===== config.mk =====
export PLATFORM = sky130hd
export DESIGN_NAME = shifting_queue_with_search_unit_flat
export DESIGN_NICKNAME = d
export VERILOG_FILES = /design/src/sv/sqs_pkg.sv /design/src/sv/sqs_if.sv /design/src/sv/shifting_queue_with_search_unit.sv /design/src/sv/sqs_ctrl.sv /design/src/sv/sqs_dp.sv /design/src/flat_wrapper.sv
export VERILOG_INCLUDE_DIRS = /design/src /design/src/sv
export SDC_FILE = /design/constraint.sdc
export NUM_CORES = 1
export LEC_CHECK = 0
export BUFFER_PORTS_ARGS = -buffer_cell sky130_fd_sc_hd__buf_2
export CAP_MARGIN = 20
export CORE_AREA = 5 5 311 313
export CTS_CLUSTER_SIZE = 14
export DETAILED_ROUTE_END_ITERATION = 6
export DIE_AREA = 0 0 316 318
export GPL_ROUTABILITY_DRIVEN = 0
export PLACE_DENSITY = 0.59
export SYNTH_ARGS = -nofsm -noshare
export SYNTH_HDL_FRONTEND = slang
export SYNTH_SLANG_ARGS = --single-unit

===== constraint.sdc =====
create_clock -name clk -period 15.9 [get_ports clk]
set_clock_uncertainty 0.2 [all_clocks]
set_input_delay 1.59 -clock clk [delete_from_list [all_inputs] [get_ports clk]]
set_output_delay 1.59 -clock clk [all_outputs]
set_load 0.05 [all_outputs]

===== src/sv/assert_macros.svh =====
// Assertion macros shared by the queue RTL modules.
// Depends on nothing; included by the controller and the datapath.
`ifndef ASSERT_MACROS_SVH
`define ASSERT_MACROS_SVH

// Same-cycle implication, disabled while reset is asserted.
`define SQS_ASSERT_IMPL(label, clk, rst_n, ante, cons) \
    label: assert property (@(posedge clk) disable iff (!rst_n) (ante) |-> (cons)) \
        else $error("%m: same-cycle check failed");

// Next-cycle implication, disabled while reset is asserted.
`define SQS_ASSERT_NEXT(label, clk, rst_n, ante, cons) \
    label: assert property (@(posedge clk) disable iff (!rst_n) (ante) |=> (cons)) \
        else $error("%m: next-cycle check failed");

`endif


===== src/sv/sqs_pkg.sv =====
// Package for the shifting queue with search: field widths, codes and
// the command struct between controller and datapath. Depends on nothing.
`default_nettype none

package sqs_pkg;

    // Built number of queue cells; the count and position widths below cover it.
    localparam int unsigned DEPTH = 16;

    localparam int DATA_W = 32;
    localparam int OP_W   = 3;
    localparam int STAT_W = 2;
    localparam int POS_W  = 4;
    localparam int CNT_W  = 5;

    localparam logic [CNT_W-1:0] CAP_RESET = 5'd16;

    localparam logic [OP_W-1:0] OP_PUSH  = 3'd0;
    localparam logic [OP_W-1:0] OP_POP   = 3'd1;
    localparam logic [OP_W-1:0] OP_FIND  = 3'd2;
    localparam logic [OP_W-1:0] OP_CLEAR = 3'd3;
    localparam logic [OP_W-1:0] OP_QUERY = 3'd4;

    localparam logic [STAT_W-1:0] ST_OK        = 2'd0;
    localparam logic [STAT_W-1:0] ST_FULL      = 2'd1;
    localparam logic [STAT_W-1:0] ST_EMPTY     = 2'd2;
    localparam logic [STAT_W-1:0] ST_NOT_FOUND = 2'd3;

    typedef struct packed {
        logic capture;   // latch the incoming word
        logic execute;   // apply the operation to the queue
        logic load_out;  // load the result register
    } ctl_cmd_t;

endpackage

`default_nettype wire


===== src/sv/sqs_if.sv =====
// Handshake channel interfaces of the queue: operation words in and
// result words out. Depends on sqs_pkg.
`default_nettype none

interface sqs_in_if
    import sqs_pkg::*;
();
    logic                     valid;
    logic                     ready;
    logic [OP_W-1:0]          op;
    logic signed [DATA_W-1:0] value;

    modport source (output valid, output op, output value, input ready);
    modport sink   (input valid, input op, input value, output ready);
endinterface

interface sqs_out_if
    import sqs_pkg::*;
();
    logic                     valid;
    logic                     ready;
    logic [STAT_W-1:0]        status;
    logic signed [DATA_W-1:0] popped_value;
    logic [POS_W-1:0]         found_position;
    logic [CNT_W-1:0]         item_count;
    logic                     is_full;
    logic                     is_empty;
    logic signed [DATA_W-1:0] head_value;
    logic signed [DATA_W-1:0] tail_value;

    modport source (output valid, output status, output popped_value,
                    output found_position, output item_count, output is_full,
                    output is_empty, output head_value, output tail_value,
                    input ready);
    modport sink   (input valid, input status, input popped_value,
                    input found_position, input item_count, input is_full,
                    input is_empty, input head_value, input tail_value,
                    output ready);
endinterface

`default_nettype wire


===== src/sv/shifting_queue_with_search_unit.sv =====
// Top level of the shifting queue with search: sequencer plus datapath.
// Depends on sqs_pkg, sqs_if, sqs_ctrl and sqs_dp.
`default_nettype none

// Channel     Dir  Handshake        Word contents
// in_word     in   valid / ready    op, value
// out_result  out  valid / ready    status, popped_value, found_position,
//                                   item_count, is_full, is_empty,
//                                   head_value, tail_value
// cfg         in   cfg_we           cfg_wdata (capacity)
//
// Each word passes three steps: accept, execute, result load. A new word is
// accepted only once the last one is loaded; the three-state sequencer sets this.
// Reset clears the count and sets capacity to 16; cells are not cleared and
// need no clearing pass, since only positions below the count are read.
// While a result waits on out_result, the next word is still accepted and
// executed; it then holds in the load step until the result register frees.
module shifting_queue_with_search_unit
    import sqs_pkg::*;
(
    input  wire logic             clk,
    input  wire logic             rst_n,
    input  wire logic             cfg_we,
    input  wire logic [CNT_W-1:0] cfg_wdata,
    sqs_in_if.sink                in_word,
    sqs_out_if.source             out_result
);

    // Commands from the sequencer to the datapath.
    ctl_cmd_t cmd;

    // The sequencer owns both handshakes and the result valid flag.
    sqs_ctrl u_ctrl (
        .clk       (clk),
        .rst_n     (rst_n),
        .in_valid  (in_word.valid),
        .in_ready  (in_word.ready),
        .out_valid (out_result.valid),
        .out_ready (out_result.ready),
        .cmd       (cmd)
    );

    // The datapath holds the cells, the count, the capacity and the result.
    sqs_dp u_dp (
        .clk            (clk),
        .rst_n          (rst_n),
        .cmd            (cmd),
        .cfg_we         (cfg_we),
        .cfg_wdata      (cfg_wdata),
        .in_op          (in_word.op),
        .in_value       (in_word.value),
        .status         (out_result.status),
        .popped_value   (out_result.popped_value),
        .found_position (out_result.found_position),
        .item_count     (out_result.item_count),
        .is_full        (out_result.is_full),
        .is_empty       (out_result.is_empty),
        .head_value     (out_result.head_value),
        .tail_value     (out_result.tail_value)
    );

endmodule

`default_nettype wire


===== src/sv/sqs_ctrl.sv =====
// Sequencer of the queue: accept, execute and result load per word.
// Depends on sqs_pkg and assert_macros.svh.
`default_nettype none
`include "assert_macros.svh"

module sqs_ctrl
    import sqs_pkg::*;
(
    input  wire logic clk,
    input  wire logic rst_n,
    input  wire logic in_valid,
    output logic      in_ready,
    output logic      out_valid,
    input  wire logic out_ready,
    output ctl_cmd_t  cmd
);

    typedef enum logic [2:0] {
        S_IDLE = 3'b001,
        S_EXEC = 3'b010,
        S_LOAD = 3'b100
    } state_t;

    state_t state_reg, state_next;
    logic   out_valid_reg, out_valid_next;
    logic   slot_free;

    // The result register can take a new word when empty or drained now.
    assign slot_free = !out_valid_reg || out_ready;

    always_comb
    begin
        state_next   = state_reg;
        cmd          = '0;
        in_ready     = 1'b0;
        case (state_reg)
            S_IDLE:
            begin
                in_ready = 1'b1;
                if (in_valid)
                begin
                    cmd.capture = 1'b1;
                    state_next  = S_EXEC;
                end
            end
            S_EXEC:
            begin
                cmd.execute = 1'b1;
                state_next  = S_LOAD;
            end
            S_LOAD:
            begin
                if (slot_free)
                begin
                    cmd.load_out = 1'b1;
                    state_next   = S_IDLE;
                end
            end
            default:
            begin
                state_next = S_IDLE;
            end
        endcase
    end

    always_comb
    begin
        out_valid_next = out_valid_reg;
        if (cmd.load_out)
        begin
            out_valid_next = 1'b1;
        end
        else if (out_ready)
        begin
            out_valid_next = 1'b0;
        end
    end

    always_ff @(posedge clk or negedge rst_n)
    begin
        if (!rst_n)
        begin
            state_reg     <= S_IDLE;
            out_valid_reg <= 1'b0;
        end
        else
        begin
            state_reg     <= state_next;
            out_valid_reg <= out_valid_next;
        end
    end

    assign out_valid = out_valid_reg;

    `SQS_ASSERT_IMPL(a_load_into_free_slot, clk, rst_n, cmd.load_out, !out_valid_reg || out_ready)
    `SQS_ASSERT_NEXT(a_accept_then_exec, clk, rst_n, in_valid && in_ready, state_reg == S_EXEC)
    `SQS_ASSERT_NEXT(a_exec_then_load, clk, rst_n, state_reg == S_EXEC, state_reg == S_LOAD)

endmodule

`default_nettype wire


===== src/sv/sqs_dp.sv =====
// Datapath of the queue: shifting cells, count, capacity register,
// parallel key compare with priority encoder, and the result register.
// Depends on sqs_pkg and assert_macros.svh.
`default_nettype none
`include "assert_macros.svh"

module sqs_dp
    import sqs_pkg::*;
(
    input  wire logic                     clk,
    input  wire logic                     rst_n,
    input  wire ctl_cmd_t                 cmd,
    input  wire logic                     cfg_we,
    input  wire logic [CNT_W-1:0]         cfg_wdata,
    input  wire logic [OP_W-1:0]          in_op,
    input  wire logic signed [DATA_W-1:0] in_value,
    output logic [STAT_W-1:0]             status,
    output logic signed [DATA_W-1:0]      popped_value,
    output logic [POS_W-1:0]              found_position,
    output logic [CNT_W-1:0]              item_count,
    output logic                          is_full,
    output logic                          is_empty,
    output logic signed [DATA_W-1:0]      head_value,
    output logic signed [DATA_W-1:0]      tail_value
);

    localparam int IDX_W = $clog2(DEPTH);
    localparam logic [CNT_W-1:0] DEPTH_CNT = CNT_W'(DEPTH);

    logic signed [DATA_W-1:0] cells_reg [DEPTH];
    logic [CNT_W-1:0]         count_reg, count_next;
    logic [CNT_W-1:0]         capacity_reg;
    logic [OP_W-1:0]          op_reg;
    logic signed [DATA_W-1:0] value_reg;
    logic [STAT_W-1:0]        res_status_reg, res_status_next;
    logic signed [DATA_W-1:0] res_popped_reg, res_popped_next;
    logic [POS_W-1:0]         res_pos_reg, res_pos_next;

    logic [STAT_W-1:0]        status_reg;
    logic signed [DATA_W-1:0] popped_reg;
    logic [POS_W-1:0]         pos_reg;
    logic [CNT_W-1:0]         count_out_reg;
    logic                     full_reg;
    logic                     empty_reg;
    logic signed [DATA_W-1:0] head_reg;
    logic signed [DATA_W-1:0] tail_reg;

    logic [CNT_W-1:0] eff_cap;
    logic             at_cap;
    logic [DEPTH-1:0] match;
    logic             found;
    logic [POS_W-1:0] found_pos;
    logic [CNT_W-1:0] tail_sel;

    // Capacity above the built depth saturates at the depth.
    assign eff_cap = (capacity_reg > DEPTH_CNT) ? DEPTH_CNT : capacity_reg;
    assign at_cap  = (count_reg >= eff_cap);

    // Compare every held cell against the key at once.
    always_comb
    begin
        for (int i = 0; i < DEPTH; i++)
        begin
            match[i] = (cells_reg[i] == value_reg) && (CNT_W'(i) < count_reg);
        end
    end

    // Lowest matching position wins.
    always_comb
    begin
        found     = 1'b0;
        found_pos = '0;
        for (int i = DEPTH - 1; i >= 0; i--)
        begin
            if (match[i])
            begin
                found     = 1'b1;
                found_pos = POS_W'(i);
            end
        end
    end

    always_comb
    begin
        count_next      = count_reg;
        res_status_next = ST_OK;
        res_popped_next = '0;
        res_pos_next    = '0;
        case (op_reg)
            OP_PUSH:
            begin
                if (at_cap)
                begin
                    res_status_next = ST_FULL;
                end
                else
                begin
                    count_next = count_reg + CNT_W'(1);
                end
            end
            OP_POP:
            begin
                if (count_reg == '0)
                begin
                    res_status_next = ST_EMPTY;
                end
                else
                begin
                    res_popped_next = cells_reg[0];
                    count_next      = count_reg - CNT_W'(1);
                end
            end
            OP_FIND:
            begin
                if (found)
                begin
                    res_pos_next = found_pos;
                end
                else
                begin
                    res_status_next = ST_NOT_FOUND;
                end
            end
            OP_CLEAR:
            begin
                count_next = '0;
            end
            default:
            begin
                // Query and unused codes leave the queue as it is.
                count_next = count_reg;
            end
        endcase
    end

    always_ff @(posedge clk or negedge rst_n)
    begin
        if (!rst_n)
        begin
            count_reg    <= '0;
            capacity_reg <= CAP_RESET;
        end
        else
        begin
            if (cfg_we)
            begin
                capacity_reg <= cfg_wdata;
            end
            if (cmd.execute)
            begin
                count_reg <= count_next;
            end
        end
    end

    // Cell storage: push writes at the count, pop shifts toward the head.
    always_ff @(posedge clk)
    begin
        if (cmd.execute)
        begin
            if ((op_reg == OP_PUSH) && !at_cap)
            begin
                cells_reg[count_reg[IDX_W-1:0]] <= value_reg;
            end
            else if ((op_reg == OP_POP) && (count_reg != '0))
            begin
                for (int i = 0; i < DEPTH - 1; i++)
                begin
                    cells_reg[i] <= cells_reg[i + 1];
                end
            end
        end
    end

    assign tail_sel = count_reg - CNT_W'(1);

    always_ff @(posedge clk)
    begin
        if (cmd.capture)
        begin
            op_reg    <= in_op;
            value_reg <= in_value;
        end
        if (cmd.execute)
        begin
            res_status_reg <= res_status_next;
            res_popped_reg <= res_popped_next;
            res_pos_reg    <= res_pos_next;
        end
        if (cmd.load_out)
        begin
            status_reg    <= res_status_reg;
            popped_reg    <= res_popped_reg;
            pos_reg       <= res_pos_reg;
            count_out_reg <= count_reg;
            full_reg      <= at_cap;
            empty_reg     <= (count_reg == '0);
            head_reg      <= (count_reg == '0) ? '0 : cells_reg[0];
            tail_reg      <= (count_reg == '0) ? '0 : cells_reg[tail_sel[IDX_W-1:0]];
        end
    end

    assign status         = status_reg;
    assign popped_value   = popped_reg;
    assign found_position = pos_reg;
    assign item_count     = count_out_reg;
    assign is_full        = full_reg;
    assign is_empty       = empty_reg;
    assign head_value     = head_reg;
    assign tail_value     = tail_reg;

    `SQS_ASSERT_IMPL(a_count_in_depth, clk, rst_n, 1'b1, count_reg <= DEPTH_CNT)
    `SQS_ASSERT_NEXT(a_push_grows, clk, rst_n, cmd.execute && (op_reg == OP_PUSH) && !at_cap, count_reg == $past(count_reg) + CNT_W'(1))
    `SQS_ASSERT_NEXT(a_empty_reads_zero, clk, rst_n, cmd.load_out && (count_reg == '0), empty_reg && (head_reg == '0) && (tail_reg == '0))

endmodule

`default_nettype wire


===== src/flat_wrapper.sv =====
// flat-port wrapper written by rule: the top's interface ports become plain ports
module shifting_queue_with_search_unit_flat import sqs_pkg::*;
  (clk, rst_n, cfg_we, cfg_wdata, in_word_valid, in_word_op, in_word_value, in_word_ready, out_result_valid, out_result_status, out_result_popped_value, out_result_found_position, out_result_item_count, out_result_is_full, out_result_is_empty, out_result_head_value, out_result_tail_value, out_result_ready);
  sqs_in_if in_word_i ();
  sqs_out_if out_result_i ();
  input  wire logic clk;
  input  wire logic rst_n;
  input  wire logic cfg_we;
  input  wire logic [CNT_W-1:0] cfg_wdata;
  input wire logic [$bits(in_word_i.valid)-1:0] in_word_valid;
  input wire logic [$bits(in_word_i.op)-1:0] in_word_op;
  input wire logic [$bits(in_word_i.value)-1:0] in_word_value;
  output wire logic [$bits(in_word_i.ready)-1:0] in_word_ready;
  output wire logic [$bits(out_result_i.valid)-1:0] out_result_valid;
  output wire logic [$bits(out_result_i.status)-1:0] out_result_status;
  output wire logic [$bits(out_result_i.popped_value)-1:0] out_result_popped_value;
  output wire logic [$bits(out_result_i.found_position)-1:0] out_result_found_position;
  output wire logic [$bits(out_result_i.item_count)-1:0] out_result_item_count;
  output wire logic [$bits(out_result_i.is_full)-1:0] out_result_is_full;
  output wire logic [$bits(out_result_i.is_empty)-1:0] out_result_is_empty;
  output wire logic [$bits(out_result_i.head_value)-1:0] out_result_head_value;
  output wire logic [$bits(out_result_i.tail_value)-1:0] out_result_tail_value;
  input wire logic [$bits(out_result_i.ready)-1:0] out_result_ready;
  assign in_word_i.valid = in_word_valid;
  assign in_word_i.op = in_word_op;
  assign in_word_i.value = in_word_value;
  assign in_word_ready = in_word_i.ready;
  assign out_result_valid = out_result_i.valid;
  assign out_result_status = out_result_i.status;
  assign out_result_popped_value = out_result_i.popped_value;
  assign out_result_found_position = out_result_i.found_position;
  assign out_result_item_count = out_result_i.item_count;
  assign out_result_is_full = out_result_i.is_full;
  assign out_result_is_empty = out_result_i.is_empty;
  assign out_result_head_value = out_result_i.head_value;
  assign out_result_tail_value = out_result_i.tail_value;
  assign out_result_i.ready = out_result_ready;
  shifting_queue_with_search_unit u_core (.clk(clk), .rst_n(rst_n), .cfg_we(cfg_we), .cfg_wdata(cfg_wdata), .in_word(in_word_i), .out_result(out_result_i));
endmodule

[Yosys cells after proc, flatten, opt, wreduce, memory -nomap -nowiden]
Memory sizes are Yosys's and may differ from the RTL's. A register that Yosys moved wholly into a read port is not among the register bits.
Cells that the tools add are included.
Widths: inputs -> output; s select.
Cells by class
  mux-type cells: 61
  bitwise gates (word level): 2
  equal/unequal tests: 26
  add/subtract/negate cells: 2
  $lt $le $gt $ge: 18
  reduce and logical (&&, ||, !) cells: 33
Operators by type and width (count)
  $eq 32x32->1: 16
  $mux 32: 2
  $lt 4x5->1 const A: 8
  $mux 4: 9
  $mux 1: 34
  $reduce_or 32->1: 1
  $lt 3x5->1 const A: 4
  $logic_and 1x1->1: 18
  $mux 3: 6
  $mux 5: 3
  $pmux 5 s3: 1
  $lt 1x5->1 const A: 2
  $lt 2x5->1 const A: 2
  $reduce_or 10->1: 1
  $eq 3x2->1 const B: 3
  $pmux 3 s3: 1
  $mux 2: 4
  $ne 2x2->1 const B: 4
  $eq 3x1->1 const B: 2
  $pmux 2 s3: 1
  $reduce_or 6->1: 1
  $add 5x1->5 const B: 1
  $ge 5x5->1: 1
  $gt 5x5->1 const B: 1
  other kinds (14): 16
Word-level totals
  flip-flop bits (word level): 164
  memory bits (writable): 512
  word-level logic and storage cells: 162
  memories kept: 1
Memory list
  u_core.u_dp.cells_reg: words 16, width 32, read ports 17, clocked after memory_dff 1, write ports 15, RTL line sqs_dp.sv:30  | logic signed [DATA_W-1:0] cells_reg [DEPTH];

[Logic depth before layout (Yosys ltp)]
An unclocked memory read counts as a cell.
  depth after elaboration: 21
  depth in mapped cells: 15
  mapped depth without buffers: 11

[Modules after synthesis]
Synthesis repeated with hierarchy kept, for this count alone.
Second synthesis, totals
  cells, all modules: 2619
  area total of the unflattened synthesis: 36994.2 µm²
Modules (own cells, without submodules)
  sqs_dp: area an instance 36765.3 µm², seq. area each 21091.5 µm², cells each 2599, times used 1
  sqs_ctrl: area an instance 229.0 µm², seq. area each 101.3 µm², cells each 20, times used 1

[Least setup slack after synthesis]
No wires, ideal clock.
  path type: input port to flip-flop
  start: in out_result_ready
  end: reg u_core.u_dp.pos_reg[0] (netlist: u_core.u_dp.found_position[0]), enable pin
  cell stages on the path: 2
  buffers on the path: 0
  setup slack: 8.936 ns
  data arrival time: 6.186 ns
  data required time: 15.122 ns
  cell sequence: nor2b_1 -> nor2_1
RTL lines
  start, declared: RTL line flat_wrapper.sv:23  | input wire logic [$bits(out_result_i.ready)-1:0] out_result_ready;
  end signal, assigned: RTL line sqs_dp.sv:194  | pos_reg <= res_pos_reg;
  end, declared: RTL line sqs_dp.sv:41  | logic [POS_W-1:0] pos_reg;

==> impl_metrics.env <==
export IMPL_grt_max_degree=169
export IMPL_tns_ps=0
export IMPL_grt_use_total_pct=26.7
export IMPL_async_flop_share_pct=1.98
export IMPL_seqCellArea_um2=21200
export IMPL_criticalPathCategory="flip-flop to flip-flop"
export IMPL_period_share_pct=35.4
export IMPL_synth_seq_cells=708
export IMPL_die_area_um2=100000
export IMPL_dieWidth_um=316
export IMPL_cts_repair_resized=0
export IMPL_cts_sinks=708
export IMPL_fillers=8483
export IMPL_area_growth_pct=12.7
export IMPL_cp_required_ps=16090
export IMPL_final_hold_viol_count=0
export IMPL_ys_warn_count=0
export IMPL_holdBufCountCts=0
export IMPL_final_cells=4060
export IMPL_swShare_pct=37.5
export IMPL_synthDistinctLibCells=53
export IMPL_cp_end_kind="flip-flop"
export IMPL_drv_cap=0
export IMPL_finalSetupViolCount=0
export IMPL_critical_path_startpoint="u_core.u_dp.count_reg[0]"
export IMPL_first_iter_violations=3660
export IMPL_hold_path_class="flip-flop to flip-flop"
export IMPL_io_pin_count=156
export IMPL_avgSynthCellArea_um2=14.2
export IMPL_synth_area_um2=37000
export IMPL_r2r_end="u_core.u_dp.cells_reg[4][20]"
export IMPL_multiInputGateArea_um2=14800
export IMPL_ys_seq_area_share_pct=57.2
export IMPL_pre_cts_ws_ps=10350
export IMPL_wl_per_cell_um=33.9
export IMPL_status="finished, final reports clean"
export IMPL_share_seq_of_total_power_pct=33.7
export IMPL_postSynthCellCount=2612
export IMPL_viasPerCell=6.17
export IMPL_grt_pass1_wl_mm=191
export IMPL_die_h_um=318
export IMPL_syn_nets=2667
export IMPL_layout_drive_gt1_share_pct=18.7
export IMPL_cts_clk_slew_worst_paths_ps=60
export IMPL_io_buffers=155
export IMPL_fin_crit_ps=5630
export IMPL_cts_tree="yes"
export IMPL_grt_pass1_vias=24100
export IMPL_gr_total_overflow=0
export IMPL_clk_latency_ps=660
export IMPL_max_slew_margin_pct=20.7
export IMPL_post_dp_hpwl_mm=98.4
export IMPL_place_inst=3898
export IMPL_fin_util_pct=44.4
export IMPL_finalMaxSlewViolations=0
export IMPL_endpoint="u_core.u_dp.cells_reg[4][20]"
export IMPL_core_area_um2=94000
export IMPL_worstReg2RegStart="u_core.u_dp.count_reg[0]"
export IMPL_clkPwrFrac_pct=27.2
export IMPL_finalNetCount=2779
export IMPL_htreeDepth=3
export IMPL_rows=113
export IMPL_fmax_mhz=178
export IMPL_peakVddDrop_uv=182
export IMPL_vias=25100
export IMPL_worstPathArrival_ps=5820
export IMPL_power_mw=7.09
export IMPL_ys_flop_type="edfxtp_1"
export IMPL_power_frac_comb_pct=39.1
export IMPL_drt_wl_total_mm=138
export IMPL_largest_register_ffs=512
export IMPL_p_switching_mw=2.66
export IMPL_start_util_pct=39.4
export IMPL_antenna_found_initial=8
export IMPL_pwr_density_cell_nw_per_um2=170
export IMPL_cts_made_buffers=84
export IMPL_r2r_setup_slack_ps=10270
export IMPL_start_kind="flip-flop"
export IMPL_leakagePower_nw=16.0
export IMPL_tightest_slew_ps=1180
export IMPL_root_buffer="clkbuf_16"
export IMPL_fin_ws_ps=10270
export IMPL_dr_pass1_iters=6
export IMPL_rsz0062_at_grt="false"
export IMPL_r2r_cells=8
export IMPL_internal_power_mw=4.43
export IMPL_clock_path_buffers=3
export IMPL_post_cts_buffers=0
export IMPL_synth_edf_count=694
export IMPL_remaining_drc_errors=0
export IMPL_worstPathMaxFanout=168
export IMPL_ant_nets=0
power by group through the flow:
stage / sequential (mW) / clock, mW / combinational (mW)
after floorplan: 2.43 / 0 / 1.75
after global placement: 2.42 / 0 / 2.68
after detailed placement: 2.43 / 0 / 2.70
after CTS: 2.39 / 1.96 / 2.71
after global routing: 2.40 / 2.04 / 2.86
final: 2.39 / 1.93 / 2.77
cell families after synthesis:
| group | after synthesis | share of synthesized area [%] |
|---|---|---|
| flip-flops | 708 | 57.2 |
| adder cells (fa/ha/maj) | 10 | 0.338 |
| buffers and inverters | 227 | 3.18 |
| XOR/XNOR | 514 | 12.2 |
| AO/OA/AOI/OAI | 605 | 12.2 |
| multiplexers | 164 | 8.77 |
| AND/OR/NAND/NOR | 384 | 6.18 |
per-stage QoR:
step                      hold WS (ps)  area, um2
after floorplan                    200      37000
final                              215      41800
after CTS                          216      41700
after global placement             204      39000
after detailed placement           205      39000
after global routing               224      41700
Yosys cell counts (3+ instances only):
cell type	n	share of area [%]
a21oi_1	9	0.12
a31oi_1	3	0.051
inv_1	7	0.071
nor2b_1	69	1.2
ha_1	10	0.34
o31ai_1	3	0.061
o21ai_0	7	0.095
a211oi_1	67	1.4
nand3_1	20	0.27
clkbuf_1	45	0.46
dfrtp_1	12	0.81
nor3_1	22	0.30
xor2_1	234	5.5
nand2_1	15	0.15
and3_1	33	0.56
and2_1	36	0.61
nand2b_1	9	0.15
buf_6	4	0.12
nor2_1	22	0.22
mux2_2	4	0.12
o2111ai_1	3	0.071
mux4_2	128	7.8
buf_2	127	1.7
a21o_1	501	10
nand4_1	76	1.3
mux2i_1	32	0.86
nor4_1	68	1.1
buf_4	37	0.75
xnor2_1	280	6.6
buf_1	7	0.071
or3_1	3	0.051
edfxtp_1	694	56
placed cells by master, fill, tap and decap left out, types with 9 or more instances in the layout:
cell type / count
edfxtp_1: 694
a21o_1: 497
xnor2_1: 280
xor2_1: 232
buf_2: 155
mux4_2: 128
buf_4: 89
clkbuf_16: 85
nand4_1: 76
nor2b_1: 69
nor4_1: 68
a211oi_1: 67
and2_1: 34
and3_1: 32
mux2i_1: 32
nor3_1: 22
nand3_1: 20
nor2_1: 19
clkinv_1: 19
clkbuf_1: 15
clkinv_2: 15
nand2_1: 14
dfrtp_1: 11
nand2b_1: 9
a21oi_1: 9
ha_1: 9
bufinv_16: 9
layer usage:
layer	routed length (um)	GRT usage, %
met5	26	0
met4	9860	14.9
met3	16900	7.63
met1	53100	36.7
met2	57700	37.9
final cells by class:
type / count / share of cell area (%)
antenna: 4 / 0.0240
clock buffer: 100 / 5.23
clock inverter: 53 / 1.23
inverter: 7 / 0.0629
multi-input combinational: 1677 / 35.3
sequential: 708 / 50.8
tap: 1265 / 3.79
timing repair buffer: 246 / 3.55
worst min-delay path by stage:
stage,end,slack (ps),from,cells past startpoint
floorplan,u_core.u_dp.found_position[0],200,u_core.u_dp.res_pos_reg[0],0
global placement,u_core.u_dp.popped_value[21],200,u_core.u_dp.res_popped_reg[21],0
detailed placement,u_core.u_dp.found_position[1],200,u_core.u_dp.res_pos_reg[1],0
CTS,u_core.u_dp.popped_value[1],220,u_core.u_dp.res_popped_reg[1],0
global route,u_core.u_dp.popped_value[13],220,u_core.u_dp.res_popped_reg[13],0
finish,u_core.u_dp.popped_value[1],220,u_core.u_dp.res_popped_reg[1],0
worst max-delay path, stage by stage (launching register included):
cell and delay [ps]:
dfrtp_4 910, inv_1 270, ha_4 260, nand2_2 630, and3_4 820, buf_12 580, buf_12 550, nor2b_1 450
a21o_1 280
Power figures use the tool's default switching activity.
